### config.mk
export PLATFORM = sky130hd
export DESIGN_NAME = status_report_battery_average
export DESIGN_NICKNAME = d
export VERILOG_FILES = /design/src/sv/sra_pkg.sv /design/src/sv/sra_window.sv /design/src/sv/sra_divider.sv /design/src/sv/status_report_battery_average.sv
export SDC_FILE = /design/constraint.sdc
export NUM_CORES = 1
export LEC_CHECK = 0
export ABC_CLOCK_PERIOD_IN_PS = 5700
export BUFFER_PORTS_ARGS = -buffer_cell sky130_fd_sc_hd__clkbuf_2
export CAP_MARGIN = 20
export CORE_MARGIN = 1.5
export CORE_UTILIZATION = 31
export CTS_CLUSTER_DIAMETER = 120
export DETAILED_ROUTE_END_ITERATION = 16
export PLACE_DENSITY = 0.49
export SLEW_MARGIN = 20
export SYNTH_ARGS = -nofsm -noshare
export SYNTH_HDL_FRONTEND = slang
export SYNTH_SLANG_ARGS = --single-unit
### constraint.sdc
create_clock -name i_clk -period 5.7 [get_ports i_clk]
set_input_delay 0.57 -clock i_clk [delete_from_list [all_inputs] [get_ports i_clk]]
set_output_delay 0.57 -clock i_clk [all_outputs]
set_load 0.03 [all_outputs]
### src/sv/sra_pkg.sv
`timescale 1ns / 1ps
`default_nettype none
// ----------------------------------------------------------------------------
// sra_pkg: shared constants for the status report battery average block
// field widths of the stream words and the bit positions of the flag byte
// ----------------------------------------------------------------------------
package sra_pkg;

    // field widths
    localparam int FLAGS_W     = 8;
    localparam int READ_W      = 16;
    localparam int MEAN_W      = 20;
    localparam int FRAC_W      = 4;
    localparam int OUT_FIELD_W = 1 + 3 * READ_W + MEAN_W;
    localparam int OUT_TDATA_W = ((OUT_FIELD_W + 7) / 8) * 8;

    // flag byte bit positions
    localparam int FLAG_PLUGGED_BIT   = 0;
    localparam int FLAG_FAN_BIT       = 1;
    localparam int FLAG_BACKLIGHT_BIT = 2;

endpackage
`default_nettype wire

### src/sv/sra_window.sv
`timescale 1ns / 1ps
`default_nettype none
// ----------------------------------------------------------------------------
// sra_window: boxcar window of battery samples
// ring memory, running sum and saturating fill count; a push runs its
// steps in order (read old entry and write new, subtract, add)
// ----------------------------------------------------------------------------
module sra_window #(
    parameter int WINDOW_LENGTH = 16,
    parameter int SUM_W         = 16 + $clog2(WINDOW_LENGTH),
    parameter int CNT_W         = $clog2(WINDOW_LENGTH + 1)
) (
    input  wire                                  i_clk,
    input  wire                                  i_rst_n,
    input  wire                                  i_push,
    input  wire logic signed [sra_pkg::READ_W-1:0] i_sample,
    output logic                                 o_done,
    output logic signed [SUM_W-1:0]              o_sum,
    output logic        [CNT_W-1:0]              o_count
);

    localparam int SLOT_W = (WINDOW_LENGTH > 1) ? $clog2(WINDOW_LENGTH) : 1;

    typedef enum logic [1:0] {
        W_IDLE,
        W_SUB,
        W_ADD
    } t_win_state;

    t_win_state                        r_state;
    logic signed [sra_pkg::READ_W-1:0] r_ring [WINDOW_LENGTH];
    logic signed [sra_pkg::READ_W-1:0] r_old;
    logic signed [sra_pkg::READ_W-1:0] r_new;
    logic                              r_full;
    logic        [SLOT_W-1:0]          r_slot;
    logic        [SLOT_W-1:0]          n_slot;
    logic        [CNT_W-1:0]           r_count;
    logic signed [SUM_W-1:0]           r_sum;
    logic                              r_done;
    logic                              w_full;

    // slot wraps at the window length
    assign n_slot = (r_slot == SLOT_W'(WINDOW_LENGTH - 1)) ? '0 : r_slot + 1'b1;
    assign w_full = (r_count == CNT_W'(WINDOW_LENGTH));

    // ring memory: old entry read while the new one is written
    always_ff @(posedge i_clk) begin
        if (r_state == W_IDLE && i_push) begin
            r_old          <= r_ring[r_slot];
            r_ring[r_slot] <= i_sample;
            r_new          <= i_sample;
            r_full         <= w_full;
        end
    end

    // sum, slot and count sequencing
    always_ff @(posedge i_clk) begin
        if (!i_rst_n) begin
            r_state <= W_IDLE;
            r_slot  <= '0;
            r_count <= '0;
            r_sum   <= '0;
            r_done  <= 1'b0;
        end else begin
            r_done <= (r_state == W_ADD);
            unique case (r_state)
                W_IDLE: begin
                    if (i_push) begin
                        r_slot  <= n_slot;
                        if (!w_full) begin
                            r_count <= r_count + 1'b1;
                        end
                        r_state <= W_SUB;
                    end
                end
                W_SUB: begin
                    // entries not yet written count as zero
                    if (r_full) begin
                        r_sum <= r_sum - SUM_W'(r_old);
                    end
                    r_state <= W_ADD;
                end
                W_ADD: begin
                    r_sum   <= r_sum + SUM_W'(r_new);
                    r_state <= W_IDLE;
                end
                default: r_state <= W_IDLE;
            endcase
        end
    end

    assign o_done  = r_done;
    assign o_sum   = r_sum;
    assign o_count = r_count;

endmodule
`default_nettype wire

### src/sv/sra_divider.sv
`timescale 1ns / 1ps
`default_nettype none
// ----------------------------------------------------------------------------
// sra_divider: bit-serial restoring divider for the window mean
// divides |sum| * 16 by the fill count one quotient bit per cycle,
// then restores the sign, so the result truncates toward zero
// ----------------------------------------------------------------------------
module sra_divider #(
    parameter int SUM_W = 20,
    parameter int CNT_W = 5
) (
    input  wire                                    i_clk,
    input  wire                                    i_rst_n,
    input  wire                                    i_start,
    input  wire logic signed [SUM_W-1:0]           i_sum,
    input  wire logic        [CNT_W-1:0]           i_count,
    output logic                                   o_done,
    output logic signed [sra_pkg::MEAN_W-1:0]      o_mean
);

    localparam int MAG_W = SUM_W + sra_pkg::FRAC_W;
    localparam int REM_W = CNT_W + 1;
    localparam int IT_W  = $clog2(MAG_W + 1);

    logic [MAG_W-1:0] r_acc;
    logic [CNT_W-1:0] r_rem;
    logic [CNT_W-1:0] r_div;
    logic             r_neg;
    logic [IT_W-1:0]  r_it;
    logic             r_busy;
    logic             r_fin;
    logic             r_done;
    logic signed [sra_pkg::MEAN_W-1:0] r_mean;

    logic [SUM_W-1:0] w_mag;
    logic [REM_W-1:0] w_rem_sh;
    logic [REM_W:0]   w_diff;
    logic [MAG_W-1:0] w_quot;

    // magnitude of the sum, read as unsigned
    assign w_mag    = i_sum[SUM_W-1] ? (~i_sum + 1'b1) : i_sum;
    // shift next dividend bit into the partial remainder
    assign w_rem_sh = {r_rem, r_acc[MAG_W-1]};
    assign w_diff   = {1'b0, w_rem_sh} - {2'b00, r_div};
    assign w_quot   = r_neg ? (~r_acc + 1'b1) : r_acc;

    always_ff @(posedge i_clk) begin
        if (!i_rst_n) begin
            r_busy <= 1'b0;
            r_fin  <= 1'b0;
            r_done <= 1'b0;
            r_it   <= '0;
        end else begin
            r_fin  <= !i_start && r_busy && (r_it == IT_W'(1));
            r_done <= !i_start && !r_busy && r_fin;
            if (i_start) begin
                r_acc  <= {w_mag, {sra_pkg::FRAC_W{1'b0}}};
                r_rem  <= '0;
                r_div  <= i_count;
                r_neg  <= i_sum[SUM_W-1];
                r_it   <= IT_W'(MAG_W);
                r_busy <= 1'b1;
            end else if (r_busy) begin
                // one quotient bit per cycle
                if (!w_diff[REM_W]) begin
                    r_rem <= w_diff[CNT_W-1:0];
                    r_acc <= {r_acc[MAG_W-2:0], 1'b1};
                end else begin
                    r_rem <= w_rem_sh[CNT_W-1:0];
                    r_acc <= {r_acc[MAG_W-2:0], 1'b0};
                end
                r_it <= r_it - 1'b1;
                if (r_it == IT_W'(1)) begin
                    r_busy <= 1'b0;
                end
            end else if (r_fin) begin
                r_mean <= w_quot[sra_pkg::MEAN_W-1:0];
            end
        end
    end

    assign o_done = r_done;
    assign o_mean = r_mean;

endmodule
`default_nettype wire

### src/sv/status_report_battery_average.sv
`timescale 1ns / 1ps
`default_nettype none
// ----------------------------------------------------------------------------
// status_report_battery_average: status report decoder with battery average
// routes each report to its held value and keeps a boxcar mean of samples
// ----------------------------------------------------------------------------
// Usage
//   s_axis carries one status report per word: tuser is the flag byte,
//   tdata the signed reading. m_axis returns one word per report with
//   every held value and the battery mean in Q4.
//   A fan or backlight report moves the core to its put state, which loads
//   the output register once it is free; the core then returns to idle
//   and takes the next report. A battery sample is pushed into the window
//   (read old entry and write new, subtract, add), whose done strobe starts
//   the bit-serial divider (sum bits plus four fraction bits, one quotient
//   bit a cycle); the registered mean then goes to the put state and loads
//   the output register in the same way. One report is in work at a time;
//   for battery samples the divider loop sets the rate.
//   s_axis_tready is high whenever the core is idle, also while a result
//   waits in the output register; if the receiver stalls, the next result
//   waits in the core and no further report is taken.
//   Reset clears every held value, the sum, slot, fill count and mean; the
//   ring needs no clearing since an old entry is subtracted only once full.
// ----------------------------------------------------------------------------
module status_report_battery_average #(
    parameter int WINDOW_LENGTH = 16
) (
    input  wire                                  i_clk,
    input  wire                                  i_rst_n,
    input  wire                                  s_axis_tvalid,
    output logic                                 s_axis_tready,
    // reading[15:0]
    input  wire  [sra_pkg::READ_W-1:0]           s_axis_tdata,
    // flags[7:0]
    input  wire  [sra_pkg::FLAGS_W-1:0]          s_axis_tuser,
    output logic                                 m_axis_tvalid,
    input  wire                                  m_axis_tready,
    // plugged_in[0], fan_level[16:1], backlight_level[32:17],
    // battery_level[48:33], battery_mean_q4[68:49], zero fill above
    output logic [sra_pkg::OUT_TDATA_W-1:0]      m_axis_tdata
);

    localparam int SUM_W = sra_pkg::READ_W + $clog2(WINDOW_LENGTH);
    localparam int CNT_W = $clog2(WINDOW_LENGTH + 1);

    typedef enum logic [1:0] {
        S_IDLE,
        S_WIN,
        S_DIV,
        S_PUT
    } t_core_state;

    t_core_state                        r_state;
    logic                               r_plugged;
    logic signed [sra_pkg::READ_W-1:0]  r_fan;
    logic signed [sra_pkg::READ_W-1:0]  r_backlight;
    logic signed [sra_pkg::READ_W-1:0]  r_battery;
    logic signed [sra_pkg::MEAN_W-1:0]  r_mean;
    logic                               r_m_valid;
    logic [sra_pkg::OUT_TDATA_W-1:0]    r_m_data;
    logic                               r_push;

    logic                               w_accept;
    logic                               w_load;
    logic                               w_win_done;
    logic signed [SUM_W-1:0]            w_sum;
    logic        [CNT_W-1:0]            w_count;
    logic                               w_div_done;
    logic signed [sra_pkg::MEAN_W-1:0]  w_div_mean;
    logic [sra_pkg::OUT_FIELD_W-1:0]    w_word;

    assign s_axis_tready = (r_state == S_IDLE);
    assign w_accept      = s_axis_tvalid && s_axis_tready;
    // output register free or emptied this cycle
    assign w_load        = (r_state == S_PUT) && (!r_m_valid || m_axis_tready);

    // result word, zero filled to whole bytes
    assign w_word = {r_mean, r_battery, r_backlight, r_fan, r_plugged};

    // report decode, hold registers and output register
    always_ff @(posedge i_clk) begin
        if (!i_rst_n) begin
            r_state     <= S_IDLE;
            r_plugged   <= 1'b0;
            r_fan       <= '0;
            r_backlight <= '0;
            r_battery   <= '0;
            r_mean      <= '0;
            r_m_valid   <= 1'b0;
            r_push      <= 1'b0;
        end else begin
            r_push    <= w_accept && !s_axis_tuser[sra_pkg::FLAG_FAN_BIT]
                         && !s_axis_tuser[sra_pkg::FLAG_BACKLIGHT_BIT];
            r_m_valid <= w_load || (r_m_valid && !m_axis_tready);
            unique case (r_state)
                S_IDLE: begin
                    if (w_accept) begin
                        r_plugged <= s_axis_tuser[sra_pkg::FLAG_PLUGGED_BIT];
                        // fan wins over backlight, the rest are battery samples
                        priority if (s_axis_tuser[sra_pkg::FLAG_FAN_BIT]) begin
                            r_fan   <= s_axis_tdata;
                            r_state <= S_PUT;
                        end else if (s_axis_tuser[sra_pkg::FLAG_BACKLIGHT_BIT]) begin
                            r_backlight <= s_axis_tdata;
                            r_state     <= S_PUT;
                        end else begin
                            r_battery <= s_axis_tdata;
                            r_state   <= S_WIN;
                        end
                    end
                end
                S_WIN: begin
                    if (w_win_done) begin
                        r_state <= S_DIV;
                    end
                end
                S_DIV: begin
                    if (w_div_done) begin
                        r_mean  <= w_div_mean;
                        r_state <= S_PUT;
                    end
                end
                S_PUT: begin
                    if (w_load) begin
                        r_m_data <= sra_pkg::OUT_TDATA_W'(w_word);
                        r_state  <= S_IDLE;
                    end
                end
                default: r_state <= S_IDLE;
            endcase
        end
    end

    sra_window #(
        .WINDOW_LENGTH (WINDOW_LENGTH),
        .SUM_W         (SUM_W),
        .CNT_W         (CNT_W)
    ) u_window (
        .i_clk    (i_clk),
        .i_rst_n  (i_rst_n),
        .i_push   (r_push),
        .i_sample (r_battery),
        .o_done   (w_win_done),
        .o_sum    (w_sum),
        .o_count  (w_count)
    );

    sra_divider #(
        .SUM_W (SUM_W),
        .CNT_W (CNT_W)
    ) u_divider (
        .i_clk   (i_clk),
        .i_rst_n (i_rst_n),
        .i_start (w_win_done),
        .i_sum   (w_sum),
        .i_count (w_count),
        .o_done  (w_div_done),
        .o_mean  (w_div_mean)
    );

    assign m_axis_tvalid = r_m_valid;
    assign m_axis_tdata  = r_m_data;

endmodule
`default_nettype wire

==> impl_metrics.toml, run 1 <==
[status]
status = "complete, no violations"

[clock_tree]
cts-root-buf = "clkbuf_16"
cts-htree-levels = 2
cts_made_buffers = 54
tritoncts = "built"
cts.path.max_buffers = 3
cts.clk_slew.worst_paths_ns = 0.06
clock_latency_ns = 0.61
cts_resized = 0
cts_setup_buffers = 0
hold_buffers = 0
cts_num_sinks = 526

[setup_path]
r2r-start = "u_window.r_old[0]"
critPathMaxStageDelay_ns = 0.53
cp_slowest_cell = "or4_1"
required_ns = 6.17
crit_start = "u_window.r_old[0]"
crit_path_end_kind = "flop"
cp_max_fo = 6
path_class = "reg -> reg"
start_kind = "flop"
path_cells = "inv_1 -> ha_1 -> nand2b_1 -> nor3_1 -> nand2_1 -> nor2_1 -> xor2_1 -> a21oi_1 -> ha_1 -> and2_1 -> nand3_1 -> o31ai_1 -> nor2b_1 -> o311ai_1 -> or4_1"
arrival_ns = 4.50
cpMostUsedCell = "ha_1"
ff2ff_setup_slack_ns = 1.67

[route]
vias = 11982
drcViolationCount = 0
drtPass1Iterations = 5
detail-route-antenna-nets = 0
wl_per_cell_um = 19.2
finalWirelength_mm = 47.9
first_iter_violations = 761
vias_per_cell = 4.82

[synth]
postSynthCellCount = 1451
synthMuxAreaShare = 0.0888
synth-edff-count = 413
synth.distinct_cells = 67
synth_top_area_frac = 0.581
ys_warn_count = 0
async_flop_share = 0
synth_compound_area_frac = 0.0631
synthXorXnorAreaFrac = 0.0299
synth_area_um2 = 21300
synth_seq_cells = 526
ys_seq_area_frac = 0.687
synth.avg_cell_area_um2 = 14.7
synthAdderAreaFrac = 0.0253
synth_ff_type = "edfxtp_1"
synth.area.top_cells = "edfxtp_1, dfxtp_1, mux4_2"
synth_top_family_by_area = "multiplexers"
yosysTopAreaCell = "edfxtp_1"
synthSimpleGateAreaFrac = 0.0876

[final_layout]
nFillCells = 6455
drive_gt1_frac = 0.210
nNetsFinal = 1631
finish.utilization = 0.364
final_common_cell = "edfxtp_1"
fin_area_um2 = 24900
area_delta_synth_final_pct = 16.4
fin_cells = 2488
final_cell_mix = "edfxtp_1, nand2_1, a21oi_1"

[placement]
io_buffers = 93
place.gp.congestion = 0.810
place_inst = 2387
placed_cell_area_um2 = 22900
post-dp-hpwl_mm = 30.1

[power_and_ir_drop]
power.static_leakage_nw = 8.32
vdd_drop_max_mv = 0.249
p_per_area_nw_per_um2 = 341

[global_route]
grt_usage = 0.137
grt_pass1_wl_mm = 73.9
antenna_found_initial = 1
first_global_vias = 12230
grt_overflow = 0
grt_max_degree = 50

[timing]
final.min_clock_period_ns = 4.03
period_share = 0.707
slew_violations = 0
skew_ns = 0.0147
clock.fmax_mhz = 248
worst_pin_slew_ns = 0.983
setup-tns-final_ns = 0
setup_viol = 0
rsz0062_at_grt = "no"
hold_viol = 0
whs_ns = 0.219
slew_headroom = 0.344

[floorplanning]
dieHeight_um = 265
die_area_um2 = 70500
ios = 102
die_w_um = 265
start_util = 0.312
core_area_um2 = 68300
rows = 96

[job]
max_cap_viol_count = 0

[worst_hold_path]
min_from = "s_axis_tuser[0]"
min_path_type = "in -> reg"
-- where the power goes --
group          switching [mW]  leakage (nW)  internal [mW]
registers              0.0933          4.70           4.22
logic                   0.306          2.70          0.163
clock network            1.51         0.919           2.20
-- cell families after synthesis --
group,Yosys count
AO/OA/AOI/OAI,218
flip-flops,526
other,1
adder cells (fa/ha/maj),42
AND/OR/NAND/NOR,403
multiplexers,89
XOR/XNOR,73
buffers and inverters,99
-- sequential cells by signal, summed over array words and instances (netlist names), 16 cells and up --
register          cells
m_axis_tdata         69
r_backlight          16
r_battery            16
r_fan                16
r_mean               20
u_divider.o_mean     20
u_divider.r_acc      24
u_window.o_sum       20
u_window.r_new       16
u_window.r_old       16
u_window.r_ring     256
-- critical path, delay by kind of cell, from the launching register on --
kind | cells | cell delay, ns
and+or+nand+nor | 8 | 1.99
AOI/OAI and AO/OA | 3 | 0.66
adders and majority gates | 2 | 0.60
DFF | 1 | 0.40
xor gates and xnor gates | 1 | 0.16
buffers and inverters | 1 | 0.09
-- metrics by stage --
stage          power (mW)  worst slack (ns)
3_5_place_dp         4.87              1.72
4_1_cts              8.59              1.70
2_1_floorplan        4.70              1.18
6_report             8.48              1.67
5_1_grt              8.79              1.45
3_3_place_gp         4.86              1.76
-- synthesized netlist by cell type (4+ instances only) --
cell	count
edfxtp_1	413
nand2_1	202
dfxtp_1	113
a21oi_1	112
mux4_2	80
nor2_1	77
clkbuf_1	58
xnor2_1	43
ha_1	40
o21ai_0	37
xor2_1	30
inv_1	29
and2_1	19
nor3_1	18
nand3_1	17
o31ai_1	16
nor2b_1	15
a21boi_0	9
nand2b_1	8
nand4_1	8
a21o_1	7
a211oi_1	5
buf_1	5
mux2i_1	5
or3_1	5
or4_1	5
a31oi_1	4
mux2_2	4
nor3b_1	4
o211ai_1	4
-- final timing paths --
| check | endpoint | cells past startpoint |
|---|---|---|
| worst max-delay path | u_window.o_sum[19] | 15 |
| worst min-delay path | r_plugged | 3 |
| worst max register to register | u_window.o_sum[19] | 15 |
| worst min register to register | m_axis_tdata[8] | 0 |
-- cell type report --
class	instances	area (um^2)	share of cell area
timing repair buffer	121	676	0.0272
antenna	1	2.50	0.000101
inverter	30	113	0.00453
multi-input combinational	828	6400	0.257
clock buffer	76	1560	0.0629
sequential	526	14700	0.590
tap	882	1100	0.0444
clock inverter	24	324	0.0130
-- routing by layer --
metal | track usage | vias to the layer above | routed length [um]
met4 | 0.0414 | 0 | 1150
met1 | 0.185 | 6040 | 21700
met5 | 0 | - | 0
li1 | - | 5651 | -
met3 | 0.0210 | 72 | 1890
met2 | 0.229 | 219 | 23200
Note: power is estimated with default switching activity, not from simulation.
==> run 2: changes to the inputs <==
Settings changed: ABC_AREA from default to 1, ABC_CLOCK_PERIOD_IN_PS 5700 to 4000.
Clock period 5.7 ns to 4 ns, I/O delays scaled along.
==> run 2 against run 1 <==
  * Utilization up 0.059 points
  * Synthesized area grew 1.7%
  * Setup slack worse by 0.70 ns
==> impl_metrics.toml, run 2 <==
[route]
vias = 14438
detail-route-antenna-nets = 0
wl_per_cell_um = 17.5
vias_per_cell = 4.75
first_iter_violations = 1107
finalWirelength_mm = 53.3
drcViolationCount = 0
drtPass1Iterations = 5

[global_route]
grt_usage = 0.148
grt_pass1_wl_mm = 81.4
antenna_found_initial = 7
grt_max_degree = 84
first_global_vias = 13717
grt_overflow = 0

[timing]
worst_pin_slew_ns = 1.09
final.min_clock_period_ns = 3.03
setup_viol = 0
hold_viol = 0
slew_headroom = 0.271
clock.fmax_mhz = 330
rsz0062_at_grt = "no"
setup-tns-final_ns = 0
period_share = 0.758
finalWorstSetupSlack_ns = 0.967
slew_violations = 0
skew_ns = 0.0338

[final_layout]
largest_reg_flops = 256
nNetsFinal = 2136
largest_register = "u_window.r_ring"
fin_cells = 3041
area_delta_synth_final_pct = 15.7
register_area_um2 = 14700
final_cell_mix = "edfxtp_1, nor2_1, nand2_1"
multi_input_area_um2 = 6210
nFillCells = 6853
final_common_cell = "edfxtp_1"
drive_gt1_frac = 0.120

[clock_tree]
tritoncts = "built"
cts_setup_buffers = 0
cts-root-buf = "clkbuf_16"
clock_latency_ns = 0.61
cts.path.max_buffers = 3
cts_num_sinks = 526
cts.clk_slew.worst_paths_ns = 0.06
cts-htree-levels = 2
cts_resized = 0
cts_made_buffers = 55
hold_buffers = 0

[floorplanning]
start_util = 0.315
ios = 102
core_area_um2 = 68900
die_area_um2 = 71600
dieHeight_um = 268
rows = 96
die_w_um = 268

[power_and_ir_drop]
vdd_drop_max_mv = 0.384
total_power_mw = 12.1
power.static_leakage_nw = 9.21
p_per_area_nw_per_um2 = 481

[placement]
place_inst = 2940
io_buffers = 93
pre_cts_slack_ns = 0.994
place.gp.congestion = 0.800
post-dp-hpwl_mm = 33.4

[setup_path]
path_class = "reg -> reg"
path_buf_inv = 4
crit_path_end_kind = "flop"
cp_max_fo = 6
critPathMaxStageDelay_ns = 0.40
cp_top_family = "simple AND/OR/NAND/NOR gates"
cp_slowest_cell = "ha_1"
path_cells = "inv_1 -> ha_1 -> nand3_2 -> nor2_2 -> inv_2 -> nor2_2 -> inv_2 -> o21ai_1 -> o22ai_1 -> ha_1 -> nand2_1 -> nor3_1 -> and2_1 -> nand2_1 -> nand3_1 -> nand3_1 -> nand2_1 -> inv_1 -> nor2_1"
cpMostUsedCell = "nand2_1"
start_kind = "flop"
arrival_ns = 3.55
required_ns = 4.52

[synth]
synth.avg_cell_area_um2 = 11.0
synth_seq_cells = 526
synth_ff_type = "edfxtp_1"
synth.distinct_cells = 47
synth-edff-count = 413
ys_warn_count = 0
postSynthCellCount = 1965
yosysMostFrequentCell = "edfxtp_1"
synth.area.top_cells = "edfxtp_1, dfxtp_1, nor2_1"
synth_commonest_cells = "edfxtp_1, nor2_1, nand2_1"
synth_top_area_frac = 0.571
synth_area_um2 = 21700
ys_seq_area_frac = 0.676
async_flop_share = 0
yosysTopAreaCell = "edfxtp_1"

[status]
status = "complete, no violations"

[worst_hold_path]
min_path_type = "in -> reg"

[job]
max_cap_viol_count = 0
## run 2: kinds of logic (layout without fill, tap and decap cells)
family / Yosys count / after routing / synth area share
flops: 526 / 526 / 0.676
fa+ha+maj: 42 / 42 / 0.0249
buf+inv: 216 / 358 / 0.0393
simple gates: 723 / 723 / 0.138
xor+xnor: 48 / 48 / 0.0194
other cells: 1 / 4 / 0.000173
compound gates: 409 / 409 / 0.103
## run 2: area by class of cell
class | count | area share
diodes | 1 | 0.0000997
clock buffers | 72 | 0.0602
clock inverters | 28 | 0.00997
inverters | 126 | 0.0189
multi-input cells | 1225 | 0.247
flip-flops and latches | 526 | 0.584
well taps | 931 | 0.0464
repair buffers | 132 | 0.0327
## run 2: worst paths after layout
check	cells past startpoint	slack, ns	endpoint	start
setup reg to reg	19	0.97	u_window.o_sum[19]	u_window.r_old[0]
setup / recovery	19	0.97	u_window.o_sum[19]	u_window.r_old[0]
hold reg to reg	0	0.42	m_axis_tdata[31]	r_backlight[14]
hold / removal	3	0.08	r_plugged	s_axis_tuser[0]
## run 2: tightest hold or removal path, cell delays in order
cell and delay, ns:
clkbuf_2 0.07, o21ai_0 0.07, nor2_1 0.09
## run 2: stage by stage
step | hold WS [ns] | instance area [um^2] | utilization
final | 0.0801 | 25100 | 0.364
after global routing | 0.0703 | 25100 | 0.364
after CTS | 0.0377 | 25100 | 0.364
after detailed placement | 0.410 | 23300 | 0.339
after global placement | 0.406 | 23300 | 0.339
after floorplan | 0.403 | 21700 | -
## run 2: metal layers
metal / vias to the layer above / wire [um] / track usage
li1: 7068 / - / -
met1: 6959 / 24500 / 0.206
met2: 334 / 24700 / 0.235
met3: 77 / 2800 / 0.0245
met4: 0 / 1250 / 0.0446
met5: - / 0 / 0
## run 2: where the power goes
part	internal [mW]	switching [mW]
clock	2.86	2.09
combinational	0.242	0.602
sequential	6.10	0.187
==> run 3: changes to the inputs <==
Settings changed: ABC_CLOCK_PERIOD_IN_PS 4000 to 2500, PLACE_DENSITY 0.49 to 0.51.
Clock period 4 ns to 2.5 ns, I/O delays scaled along.
==> run 3 against run 2 <==
  * Critical path depth increased by 1
  * Via count increased by 2.6%
  * Largest cell class unchanged
  * Design area increased by 4.8%
  * Register-to-register slack got worse by 1.1 ns
  * Die area unchanged
  * Total power increased by 64%
  * The run now ends with negative setup slack left
  * Sequential power increased by 59%
  * Sequential cell count unchanged
  * Sequential share of layout area decreased by 2.7 points
==> impl_metrics.toml, run 3 (synthesized netlist as in run 2, its figures left out) <==
[timing]
clock.fmax_mhz = 378
worst_pin_slew_ns = 0.997
slew_violations = 0
period_share = 1.06
finalWorstSetupSlack_ns = -0.145
hold_viol = 0
slew_headroom = 0.334
setup_viol = 8
whs_ns = 0.0812
final.min_clock_period_ns = 2.65
skew_ns = 0.0250
rsz0062_at_grt = "yes"

[clock_tree]
cts_made_buffers = 53
tritoncts = "built"
cts.clk_slew.worst_paths_ns = 0.06
cts-root-buf = "clkbuf_16"
cts-htree-levels = 2
cts_num_sinks = 526
clock_latency_ns = 0.62
cts.path.max_buffers = 3

[final_layout]
nFillCells = 6759
nNetsFinal = 2249
area_delta_synth_final_pct = 21.2
largest_register = "u_window.r_ring"
fin_cells = 3154
final_common_cell = "edfxtp_1"
num_antenna_cells = 0
drive_gt1_frac = 0.181
final_cell_mix = "edfxtp_1, nor2_1, nand2_1"
largest_reg_flops = 256

[power_and_ir_drop]
total_power_mw = 19.8
vdd_drop_max_mv = 0.525
p_switching_mw = 4.68
p_int_mw = 15.1
p_sw_frac = 0.236
power.static_leakage_nw = 9.84
clock_power_share = 0.415
p_per_area_nw_per_um2 = 752
p_comb_frac = 0.079
p_seq_frac = 0.506

[worst_hold_path]
hold_depth = 4
min_path_type = "in -> reg"

[setup_path]
crit_path_end_kind = "flop"
crit_start = "u_window.r_old[0]"
cp_slowest_cell = "edfxtp_1"
ff2ff_setup_slack_ns = -0.15
path_class = "reg -> reg"
r2r_cells = 20
r2r_end = "u_window.o_sum[19]"
r2r-start = "u_window.r_old[0]"
path_buf_inv = 5
critPathMaxStageDelay_ns = 0.38
crit_end = "u_window.o_sum[19]"
worst-path-stages = 20
required_ns = 3.00
cpMostUsedCell = "nand2_1"
start_kind = "flop"
arrival_ns = 3.14
path_cells = "inv_2 -> ha_4 -> nand3_2 -> nor2_2 -> inv_2 -> nor2_2 -> inv_2 -> o21ai_2 -> o22ai_1 -> ha_1 -> inv_1 -> nor3_2 -> and2_1 -> nand2_1 -> nand2_1 -> nand2_1 -> nand3_1 -> nand2_1 -> inv_1 -> nor2_1"
cp_top_family = "simple AND/OR/NAND/NOR gates"
cp_max_fo = 3

[status]
status = "finished with violations"
failed_checks = "negative setup slack"

[route]
finalWirelength_mm = 54.4
wl_per_cell_um = 17.3
first_iter_violations = 950
vias_per_cell = 4.70
detail-route-antenna-nets = 0
vias = 14819
drtPass1Iterations = 5
drcViolationCount = 0

[global_route]
grt_overflow = 0
grt_pass1_wl_mm = 83.1
grt_usage = 0.151
grt_max_degree = 85
antenna_found_initial = 1
first_global_vias = 14674

[placement]
post-dp-hpwl_mm = 35.5
io_buffers = 93
place.gp.congestion = 0.824
pre_cts_slack_ns = -0.249
place_inst = 3023

[floorplanning]
die_area_um2 = 71600
start_util = 0.315
dieHeight_um = 268
core_area_um2 = 68900
rows = 96
die_w_um = 268
ios = 102

[job]
max_cap_viol_count = 0
run 3: cell types whose count changed in the layout (fill, tap and decap cells not counted), moves of 7 or more:
| cell | change |
|---|---|
| buf_4 | +96 |
| dlygate4sd3_1 | +20 |
| a21oi_1 | -10 |
| o21ai_0 | -10 |
| a21oi_2 | +9 |
| nand2_1 | -9 |
| ha_1 | -8 |
| nand2_2 | +8 |
| clkbuf_8 | +7 |
run 3: worst min-delay path by stage:
stage	from	slack (ns)	endpoint
6_report	s_axis_tvalid	0.08	r_plugged
5_1_grt	s_axis_tvalid	0.14	r_plugged
2_1_floorplan	s_axis_tdata[0]	0.38	r_backlight[0]
3_3_place_gp	r_backlight[9]	0.41	m_axis_tdata[26]
4_1_cts	s_axis_tvalid	0.05	r_plugged
3_5_place_dp	r_backlight[11]	0.41	m_axis_tdata[28]
run 3: power groups by stage:
| stage | clock network [mW] | registers [mW] | logic [mW] |
|---|---|---|---|
| 2_1_floorplan | 0 | 10.2 | 0.825 |
| 3_3_place_gp | 0 | 10.2 | 1.48 |
| 3_5_place_dp | 0 | 10.2 | 1.49 |
| 4_1_cts | 8.43 | 10.0 | 1.55 |
| 5_1_grt | 8.74 | 10.0 | 1.72 |
| 6_report | 8.22 | 10.0 | 1.56 |
run 3: tightest hold or removal path: stages:
cell,delay (ns)
clkbuf_2,0.10
nand2_1,0.13
o21ai_0,0.09
nor2_1,0.08
run 3: metrics by stage:
stage               setup TNS (ns)   util  instance area [um^2]
floorplan                        0      -                 21800
global placement             -1.28  0.348                 24000
detailed placement           -1.86  0.348                 24000
CTS                         -0.491  0.379                 26100
global route                 -2.62  0.382                 26300
finish                      -0.658  0.382                 26300
run 3: final cells by class:
type	count	area (um^2)	share of cell area
Clock buffer	75	1550	0.0590
Clock inverter	24	278	0.0106
Inverter	126	478	0.0182
Multi-Input combinational cell	1225	6450	0.245
Sequential cell	526	14700	0.558
Tap cell	931	1160	0.0443
Timing Repair Buffer	247	1720	0.0654
run 3: what timing repair did:
item	CTS	global route
endpoints found under the setup margin	10	15
pin swaps	8	23
hold endpoints to repair	48	0
setup buffers	7	5
gates cloned	0	0
hold buffers	20	0
resized for setup	27	35
run 3: metal layers:
layer | vias up | track usage | part of all wire | wire length [um]
met4 | 0 | 0.0565 | 0.030 | 1640
met1 | 7123 | 0.191 | 0.43 | 23600
met3 | 99 | 0.0272 | 0.052 | 2830
li1 | 7296 | - | - | -
met2 | 301 | 0.256 | 0.48 | 26300
met5 | - | 0 | 0 | 0
